### src/rtl/core/sacl_queue.sv
`timescale 1ns / 1ps
module sacl_queue #(
	parameter int W     = 8,
	parameter int DEPTH = 2
) (
	input  logic         clk,
	input  logic         arst_n,
	input  logic         push,
	input  logic [W-1:0] wdata,
	output logic         full,
	input  logic         pop,
	output logic [W-1:0] rdata,
	output logic         empty
);
	localparam int PW = $clog2(DEPTH);
	localparam int CW = $clog2(DEPTH + 1);

	logic [W-1:0]  store_q [DEPTH];
	logic [PW-1:0] wr_ptr_q;
	logic [PW-1:0] rd_ptr_q;
	logic [CW-1:0] count_q;
	logic          wr_en;
	logic          rd_en;

	assign full  = (count_q == CW'(DEPTH));
	assign empty = (count_q == '0);
	assign wr_en = push && !full;
	assign rd_en = pop && !empty;
	assign rdata = store_q[rd_ptr_q];

	always_ff @(posedge clk) begin
		if (wr_en) begin
			store_q[wr_ptr_q] <= wdata;
		end
	end

	always_ff @(posedge clk or negedge arst_n) begin
		if (!arst_n) begin
			wr_ptr_q <= '0;
			rd_ptr_q <= '0;
			count_q  <= '0;
		end else begin
			if (wr_en) begin
				wr_ptr_q <= (wr_ptr_q == PW'(DEPTH - 1)) ? '0 : wr_ptr_q + PW'(1);
			end
			if (rd_en) begin
				rd_ptr_q <= (rd_ptr_q == PW'(DEPTH - 1)) ? '0 : rd_ptr_q + PW'(1);
			end
			if (wr_en && !rd_en) begin
				count_q <= count_q + CW'(1);
			end else if (rd_en && !wr_en) begin
				count_q <= count_q - CW'(1);
			end
		end
	end

endmodule

### config.mk
export PLATFORM = sky130hd
export DESIGN_NAME = sacl_queue
export DESIGN_NICKNAME = d
export VERILOG_FILES = /design/src/rtl/core/sacl_queue.sv
export SDC_FILE = /design/constraint.sdc
export NUM_CORES = 1
export LEC_CHECK = 0
export ABC_AREA = 1
export BUFFER_PORTS_ARGS = -buffer_cell sky130_fd_sc_hd__buf_4
export CAP_MARGIN = 20
export CORE_MARGIN = 2
export CORE_UTILIZATION = 37
export CTS_CLUSTER_DIAMETER = 30
export CTS_CLUSTER_SIZE = 16
export DETAILED_ROUTE_END_ITERATION = 7
export PLACE_DENSITY = 0.68
export SLEW_MARGIN = 20
export SYNTH_ARGS = -nofsm -noshare
export SYNTH_HDL_FRONTEND = slang
export SYNTH_SLANG_ARGS = --single-unit
### constraint.sdc
create_clock -name clk -period 1.35 [get_ports clk]
set_input_delay 0.2025 -clock clk [delete_from_list [all_inputs] [get_ports clk]]
set_output_delay 0.2025 -clock clk [all_outputs]
set_load 0.01 [all_outputs]
==> results_dict.tcl <==
set metrics [dict create \
    ys_warn_count 0 \
    io_pins 22 \
    gp_congestion 0.741 \
    synth-seq-cells 20 \
    crit_fanout 6 \
    synth-simple-area-share_pct 20.1 \
    yosysTopAreaCell "edfxtp_1" \
    critPathKind "reg2out" \
    num_vias 610 \
    drt_first_pass_iters 4 \
    synth-edff-count 16 \
    fin_nets 120 \
    clkSinkCount 20 \
    antenna_cells 0 \
    cp_data_required_time_ns 1.15 \
    synth_area_per_cell_um2 11.1 \
    cp-startpoint "rd_ptr_q" \
    async_reset_ff_share_pct 20.0 \
    clkLatencyLatePin_ns 0.29 \
    fp-row-count 16 \
    syn_inst 73 \
    design_area_um2 1230 \
    grt_max_degree 13 \
    numCtsBuffers 3 \
    detail_route.wl_per_cell_um 11.7 \
    skew_ns 0.00570 \
    antenna_left 0 \
    finalCriticalPeriod_ns 1.35 \
    p_leak_nw 0.547 \
    synth_seq_area_share_pct 71.7 \
    hold_viol_final 0 \
    setup_viol 1 \
    fin_ws_ns -0.00327 \
    cellPowerDensity_nw_per_um2 2250 \
    drive_above_1_share_pct 54.7 \
    crit_end "rdata[3]" \
    synth_xor_xnor_area_share_pct 1.08 \
    placeableCoreArea_um2 2020 \
    startpoint_type "flip-flop" \
    drt_iter0_drc 20 \
    drv_slew 0 \
    yosys-top-cells-count "nand2_1, edfxtp_1, inv_1, dfrtp_1" \
    critPathCaptureType "output pin" \
    dp_hpwl_um 1050 \
    cts_tree "built" \
    timing.fmax_mhz 739 \
    io_buffers 21 \
    synth_top_area_share_pct 59.4 \
    synth_mux_area_share_pct 0 \
    synth_cell_type_count 14 \
    seqPwrFrac_pct 35.5 \
    failed_checks "setup timing" \
    fp.dieW_um 50.8 \
    path_cells "buf_6, nand2_2, nand2_2, buf_6" \
    grtUsageTotal_pct 12.6 \
    grt-ovfl-total 0 \
    r2r_cells 6 \
    syn-num-nets 86 \
    wl_um 1560 \
    drc 0 \
    utilization_pct 60.8 \
    ir_drop_mv 1.06 \
    first_global_vias 537 \
    tns_ns -0.00327 \
    hold_ws_ns 0.0871 \
    die_area_um2 2580 \
    netlist_area_um2 810 \
    max_slew.worst_pin.slew_ns 0.299 \
    reg2reg_to "count_q[1]" \
    start_util_pct 40.0 \
    finalCritPeriodShare_pct 100 \
    crit_path_max_incr_delay_ns 0.47 \
    rsz0062_at_grt "yes" \
    die_y_um 50.8 \
    drv_cap 0 \
    r2r_slack_ns 0.02 \
    critical_path.slowest_cell "dfrtp_2" \
    r2r-start "count_q[1]" \
    slew_headroom_pct 79.9 \
    yosysMostFrequentCell "nand2_1" \
    cts_max_level 1 \
    grt_pass1_wl_um 2340 \
    synth-adder-area-share_pct 1.55 \
    clockBufferDepth 2 \
    internal_power_w 0.00183 \
    crit_arrival_ns 1.15 \
    dpl_cell_area_um2 1030 \
    synth_compound_area_share_pct 1.24 \
    place_ws_ns 0.00805 \
    p_clk_share_pct 17.3 \
    combPwrFrac_pct 47.1 \
    synth-main-ff-cell "edfxtp_1" \
    synth.area.top_cells "edfxtp_1, nand2_1, dfrtp_1, inv_1, ha_1" \
    min_path_cells 1 \
    min_path_type "in2reg" \
    p_sw_share_pct 33.7 \
    grt_antenna_before_repair 0 \
    cts.clk_slew.worst_paths_ns 0.11 \
    synth_top_family_by_area "simple AND/OR/NAND/NOR gates" \
    status "finished, violations left" \
    areaGrowthSynthToFinish_pct 51.9 \
    clockRootBuffer "clkbuf_4" \
    switchingPower_w 0.000931 \
    vias_per_cell 4.59 \
]
[layout make-up]
class                           count  area, µm²
Tap cell                           27       33.8
Clock inverter                      1       30.0
Sequential cell                    20        584
Timing Repair Buffer               30        265
Clock buffer                        3       22.5
Multi-Input combinational cell     44        259
Fill cell                         168        792
Inverter                            8       35.0
[worst max-delay path, delay by kind of cell (launching register included)]
| kind | cells | cell delay, ns |
|---|---|---|
| flip-flops | 1 | 0.47 |
| buffers and inverters | 2 | 0.27 |
| AND/OR/NAND/NOR | 2 | 0.11 |
[registers in the layout, indices dropped and copies added, names as in the netlist]
register / count
count_q: 2
wr_ptr_q: 1
store_q: 16
rd_ptr_q: 1
[cell families (layout without fill, tap and decap cells)]
group,Yosys count,in the layout
fa+ha+maj,1,1
flops,20,20
buf+inv,9,42
compound gates,2,2
xor+xnor,1,1
simple gates,40,40
[worst min-delay path by stage]
stage                        start       endpoint  slack, ns
final                     wdata[7]  store_q[0][7]       0.09
after global routing      wdata[5]  store_q[1][5]       0.06
after CTS                 wdata[7]  store_q[0][7]       0.08
after detailed placement    arst_n       rd_ptr_q      0.005
after global placement      arst_n       rd_ptr_q      0.003
after floorplan             arst_n     count_q[0]      -0.09
[cell usage in the layout (no fill, tap or decap)]
| master | instances |
|---|---|
| buf_4 | 19 |
| buf_6 | 10 |
| bufinv_16 | 1 |
| clkbuf_4 | 3 |
| dfrtp_1 | 1 |
| dfrtp_2 | 3 |
| dlygate4sd3_1 | 1 |
| edfxtp_1 | 16 |
| ha_4 | 1 |
| inv_1 | 4 |
| inv_2 | 2 |
| inv_4 | 2 |
| nand2_1 | 19 |
| nand2_2 | 13 |
| nand2_4 | 1 |
| nand3_1 | 1 |
| nand3b_1 | 1 |
| nand4_1 | 1 |
| nor2_1 | 1 |
| nor2_2 | 1 |
| nor2_4 | 2 |
| o21ai_0 | 1 |
| o21ai_1 | 1 |
| xnor2_1 | 1 |
[stage by stage]
step,total power [W],cells
floorplan,0.00145,73
global placement,0.00186,124
detailed placement,0.00189,124
CTS,0.00249,131
global route,0.00294,133
finish,0.00276,133
[power by group through the flow]
stage	Sequential (W)	Combinational, W	Clock, W
after floorplan	0.000930	0.000522	0
after global placement	0.000950	0.000915	0
after detailed placement	0.000953	0.000938	0
after CTS	0.000950	0.00105	0.000490
after global routing	0.00100	0.00142	0.000515
final	0.000982	0.00130	0.000478
[per-layer routing]
| layer | routed length (µm) | vias to the layer above | GRT usage (%) |
|---|---|---|---|
| met1 | 645 | 294 | 15.2 |
| met4 | 15 | 0 | 5.41 |
| li1 | - | 301 | - |
| met2 | 830 | 13 | 20.4 |
| met3 | 68 | 2 | 4.17 |
| met5 | 0 | - | 0 |
[repair_timing]
| item | in CTS | in global routing |
|---|---|---|
| hold endpoints to repair | 4 | 0 |
| endpoints found under the setup margin | 18 | 19 |
| pin swaps | 0 | 5 |
| gates cloned | 0 | 0 |
| buffers inserted | 2 | 2 |
| gates resized for setup | 10 | 28 |
| hold buffers | 1 | 0 |
No activity file was read; power rests on OpenSTA's default activity.
