[config.mk]
export PLATFORM = sky130hd
export DESIGN_NAME = sacl_front
export DESIGN_NICKNAME = d
export VERILOG_FILES = /design/src/rtl/core/sacl_pkg.sv /design/src/rtl/core/sacl_front.sv
export SDC_FILE = /design/constraint.sdc
export NUM_CORES = 1
export LEC_CHECK = 0
export BUFFER_PORTS_ARGS = -buffer_cell sky130_fd_sc_hd__buf_2
export CORE_ASPECT_RATIO = 1.25
export CORE_MARGIN = 4
export CORE_UTILIZATION = 43
export DETAILED_ROUTE_END_ITERATION = 10
export PLACE_DENSITY = 0.66
export SLEW_MARGIN = 10
export SYNTH_ARGS = -nofsm -noshare
export SYNTH_HDL_FRONTEND = slang
export SYNTH_SLANG_ARGS = --single-unit
export TNS_END_PERCENT = 30
[constraint.sdc]
create_clock -name clk -period 3.5 [get_ports clk]
set_clock_uncertainty 0.05 [all_clocks]
set_input_delay 0.175 -clock clk [delete_from_list [all_inputs] [get_ports clk]]
set_output_delay 0.175 -clock clk [all_outputs]
set_load 0.05 [all_outputs]
[src/rtl/core/sacl_pkg.sv]
`timescale 1ns / 1ps
package sacl_pkg;

	localparam int TAG_W      = 32;
	localparam int CNT_W      = 32;
	localparam int CFG_IDX_W  = 2;
	localparam int CFG_DATA_W = 5;

	// configuration register indexes
	typedef enum logic [CFG_IDX_W-1:0] {
		CFG_OFFSET_BITS = 2'd0,
		CFG_INDEX_BITS  = 2'd1,
		CFG_WAYS_IN_USE = 2'd2
	} cfg_reg_t;

	localparam logic [4:0] OFFSET_BITS_RST = 5'd4;
	localparam logic [3:0] INDEX_BITS_RST  = 4'd8;
	localparam logic [2:0] WAYS_IN_USE_RST = 3'd4;

	// set address width, at least one bit
	function automatic int set_w(input int sib);
		return (sib > 0) ? sib : 1;
	endfunction

	// way position width, at least one bit
	function automatic int way_w(input int ways);
		return (ways > 1) ? $clog2(ways) : 1;
	endfunction

	// queued access word: {set, tag, last way position}
	function automatic int ent_w(input int sib, input int ways);
		return set_w(sib) + TAG_W + way_w(ways);
	endfunction

endpackage

[src/rtl/core/sacl_front.sv]
`timescale 1ns / 1ps
module sacl_front #(
	parameter int SET_INDEX_BITS = 8,
	parameter int WAYS           = 4,
	parameter int ADDR_BITS      = 32
) (
	input  logic                                           clk,
	input  logic                                           arst_n,
	input  logic                                           cfg_valid,
	output logic                                           cfg_ready,
	input  logic [sacl_pkg::CFG_IDX_W-1:0]                 cfg_index,
	input  logic [sacl_pkg::CFG_DATA_W-1:0]                cfg_data,
	input  logic [sacl_pkg::TAG_W-1:0]                     address,
	output logic [sacl_pkg::ent_w(SET_INDEX_BITS, WAYS)-1:0] entry
);
	import sacl_pkg::*;

	localparam int SET_W = set_w(SET_INDEX_BITS);
	localparam int WIW   = way_w(WAYS);
	localparam int AW    = (ADDR_BITS < TAG_W) ? ADDR_BITS : TAG_W;
	localparam logic [TAG_W-1:0] AMASK = {TAG_W{1'b1}} >> (TAG_W - AW);

	logic [4:0]       offset_q;
	logic [3:0]       index_q;
	logic [2:0]       ways_q;
	logic [TAG_W-1:0] addr_m;
	logic [TAG_W-1:0] addr_sh;
	logic [3:0]       ib;
	logic [5:0]       tag_sh;
	logic [SET_W-1:0] set_idx;
	logic [TAG_W-1:0] tag;
	logic [WIW-1:0]   klast;

	assign cfg_ready = 1'b1;

	always_ff @(posedge clk or negedge arst_n) begin
		if (!arst_n) begin
			offset_q <= OFFSET_BITS_RST;
			index_q  <= INDEX_BITS_RST;
			ways_q   <= WAYS_IN_USE_RST;
		end else if (cfg_valid && cfg_ready) begin
			unique case (cfg_index)
				CFG_OFFSET_BITS: offset_q <= cfg_data[4:0];
				CFG_INDEX_BITS:  index_q  <= cfg_data[3:0];
				CFG_WAYS_IN_USE: ways_q   <= cfg_data[2:0];
				default: ;
			endcase
		end
	end

	// split the address into set and tag, and pick the last way position in use
	always_comb begin
		addr_m  = address & AMASK;
		ib      = (index_q > 4'(SET_INDEX_BITS)) ? 4'(SET_INDEX_BITS) : index_q;
		addr_sh = addr_m >> offset_q;
		set_idx = addr_sh[SET_W-1:0] & ~({SET_W{1'b1}} << ib);
		tag_sh  = {1'b0, offset_q} + {2'b00, ib};
		tag     = addr_m >> tag_sh;
		if (ways_q == 3'd0) begin
			klast = '0;
		end else if ({2'b00, ways_q} > 5'(WAYS)) begin
			klast = WIW'(WAYS - 1);
		end else begin
			klast = WIW'(ways_q - 3'd1);
		end
	end

	assign entry = {set_idx, tag, klast};

endmodule

==> qor.yml <==
outcome: "finished, final reports clean"
p_sw_mw: 3.142
drt_iter0_drc: 367
cap_violations: 0
fin_nets: 589
synth_edf_count: 0
numCtsBuffers: 3
final_cell_mix: "buf_2 (67), buf_4 (49), nand2_1 (46)"
cts_tree: "yes"
met1_length_mm: 5.495
post_drt_wl_per_cell_um: 21.30
syn_nets: 482
ir_drop_mv: 0.4933
die_w_um: 92.17
max_stage_delay_ns: 0.52
cts-root-buf: "clkbuf_8"
avgSynthCellArea_um2: 8.773
dp_slack_ns: 0.08261
grt_start_max_net_pins: 43
die_y_um: 113.2
hold_viol_final: 0
grt-ovfl-total: 0
cp.depth: 11
synthXorXnorAreaFrac: 0.02005
h-tree-depth: 1
power_density_nw_per_um2: 1073
syn_area_um2: 3807
p_int_mw: 2.366
synthArstFlopShare: 1.000
route.detailed.drc: 0
setup_viol: 0
instances_no_fill: 660
tightest_slew_ns: 0.8687
hp-class: "input port to flop"
grt_pass1_vias: 4105
synth_simple_gate_area_frac: 0.1709
syn_inst: 434
setup_tns_ns: 0
vias_per_cell: 6.409
synth_compound_area_frac: 0.2018
arrival_ns: 3.26
start_util: 0.4400
period_needed_ns: 3.488
grt_use_total: 0.2550
numPortBuffers: 83
core_um2: 8653
yosysUniqueCellTypes: 64
dp_hpwl_mm: 10.46
totalWireLength_mm: 14.06
synth_top_family_by_area: "multiplexers"
top_layer: "met4"
cp_max_fo: 5
drt_pass1_iterations: 5
critPathBufInv: 3
antenna_cells: 0
route.met3.wl_um: 911
setup.worst_path.start_class: "flop"
cp.required_ns: 3.27
synth_mux_area_frac: 0.4473
p_clk_frac: 0.028
seq_power_share: 0.036
gp_congestion: 0.9455
fmax_ghz: 0.2867
layout_commonest_cell: "buf_2"
power_mw: 5.509
die_area_um2: 10430
clkSinkCount: 12
post-place-cells: 635
layout-drive-gt1-share: 0.4648
max-slew-margin-rel: 0.4196
slowest_stage: "mux4_2"
clkTransAtPathRegs_ns: 0.05
syn_to_final_growth_pct: 34.83
detail-route-antenna-nets: 0
end_kind: "output port"
switching_share: 0.5704
setup_ws_ns: 0.01239
clk_path_buf_depth: 2
crit_family: "compound AO/OA/AOI/OAI gates"
setup.worst_path.class: "flop to output port"
drv_slew: 0
grt_pass1_wl_mm: 21.62
timing.critical_path.cells: "and2b_4 > ha_4 > inv_2 > fa_2 > xnor2_4 > buf_12 > mux4_2 > a221oi_4 > nor3_2 > a211o_1 > buf_6"
r2r_cells: 2
insertion_delay_ns: 0.24
ff2ff_setup_slack_ns: 2.00
io_pins: 85
synth_fa_ha_area_frac: 0.02169
vias: 4230
hold-path-cell-count: 3
p_leak_nw: 2.172
power.share.combinational: 0.936
ys_seq_area_frac: 0.07986
yosys_most_used_dff: "dfrtp_1"
ys_ff_latch: 12
yosysWarningCount: 0
period_share: 0.9965
antenna_found_initial: 0
placement_rows: 38
rsz0062_at_grt: "true"
wl_met2_mm: 7.047
==> metrics by stage <==
stage / hold WS (ns) / utilization / cell area (µm²)
after global routing: 0.1016 / 0.5933 / 5134
after CTS: 0.08861 / 0.5399 / 4672
after global placement: 0.006799 / 0.5288 / 4576
after detailed placement: 0.009516 / 0.5288 / 4576
after floorplan: -0.1706 / - / 3894
final: 0.08675 / 0.5933 / 5134
==> power groups by stage <==
stage | logic [mW] | registers (mW) | clock network, mW
2_1_floorplan | 3.28 | 0.196 | 0
3_3_place_gp | 4.31 | 0.200 | 0
3_5_place_dp | 4.32 | 0.201 | 0
4_1_cts | 4.38 | 0.199 | 0.154
5_1_grt | 5.41 | 0.205 | 0.159
6_report | 5.16 | 0.201 | 0.152
==> worst min-delay path, cell delays in order <==
cell     delay (ns)
buf_2          0.07
nand2_1        0.03
o21ai_0        0.06
==> final timing paths <==
| path | start | to |
|---|---|---|
| min reg2reg | ways_q[1]$_DFFE_PN0P_ | ways_q[1]$_DFFE_PN0P_ |
| min in group asynchronous | arst_n | offset_q[3]$_DFFE_PN0P_ |
| max | index_q[3]$_DFFE_PN1P_ | entry[8] |
| min | cfg_data[4] | offset_q[4]$_DFFE_PN0P_ |
| max in group asynchronous | arst_n | ways_q[2]$_DFFE_PN1P_ |
| max reg2reg | offset_q[4]$_DFFE_PN0P_ | offset_q[4]$_DFFE_PN0P_ |
==> state kept, by name, summed over array words and instances (netlist names) <==
name	cells
offset_q	5
index_q	4
ways_q	3
==> cells in the mapped netlist, drive strengths merged (2+ instances only) <==
library cell | instances | share of area
inv | 9 | 0.0089
mux2i | 49 | 0.13
nand3 | 9 | 0.012
ha | 5 | 0.016
a31oi | 6 | 0.0099
o221ai | 4 | 0.0092
dfstp | 3 | 0.021
a211o | 4 | 0.0092
a2111oi | 2 | 0.0046
mux2 | 27 | 0.080
mux4 | 40 | 0.24
a311oi | 3 | 0.0069
a221oi | 5 | 0.012
a21oi | 17 | 0.022
nor3b | 2 | 0.0039
or3 | 2 | 0.0033
nand2 | 46 | 0.045
nor2b | 9 | 0.015
o211ai | 5 | 0.0099
a211oi | 14 | 0.028
a21bo | 2 | 0.0053
nor2 | 39 | 0.038
xnor2 | 6 | 0.018
nand3b | 3 | 0.0059
buf | 17 | 0.029
nor3 | 9 | 0.012
o2bb2ai | 2 | 0.0046
and2 | 6 | 0.0099
clkbuf | 19 | 0.019
o21a | 6 | 0.012
dfrtp | 9 | 0.059
a21o | 4 | 0.0079
a221o | 2 | 0.0053
o211a | 2 | 0.0053
a22oi | 3 | 0.0059
o21ai | 15 | 0.020
nand2b | 6 | 0.0099
nand4 | 2 | 0.0033
==> repair_timing <==
action                                  in CTS  in global routing
endpoints found under the setup margin      12                 28
setup buffers                                0                 17
cloned                                       0                  3
hold buffers                                 1                  0
pin swaps                                    0                 10
hold endpoints to repair                    11                  0
gates resized for setup                      8                 77
==> cell families (layout without fill, tap and decap cells) <==
kind of cell / after synthesis / after routing
and+or+nand+nor: 139 / 139
muxes: 116 / 116
AOI/OAI and AO/OA: 107 / 107
buffers and inverters: 46 / 152
DFF: 12 / 12
xor gates and xnor gates: 7 / 7
adders and majority gates: 6 / 6
other: 1 / 1
==> area by class of cell <==
| class | count | area (µm²) |
|---|---|---|
| well taps | 120 | 150.1 |
| clock buffers | 4 | 55.05 |
| inverters | 10 | 41.29 |
| multi-input cells | 376 | 3588 |
| fillers | 777 | 3520 |
| repair buffers | 138 | 993.5 |
| flip-flops and latches | 12 | 305.3 |
==> layer usage <==
layer / vias up / GRT usage
met3: 40 / 0.01795
met5: - / 0
met2: 222 / 0.4454
met4: 0 / 0.1011
met1: 2059 / 0.3273
li1: 1909 / -
Power figures use the tool's default switching activity.
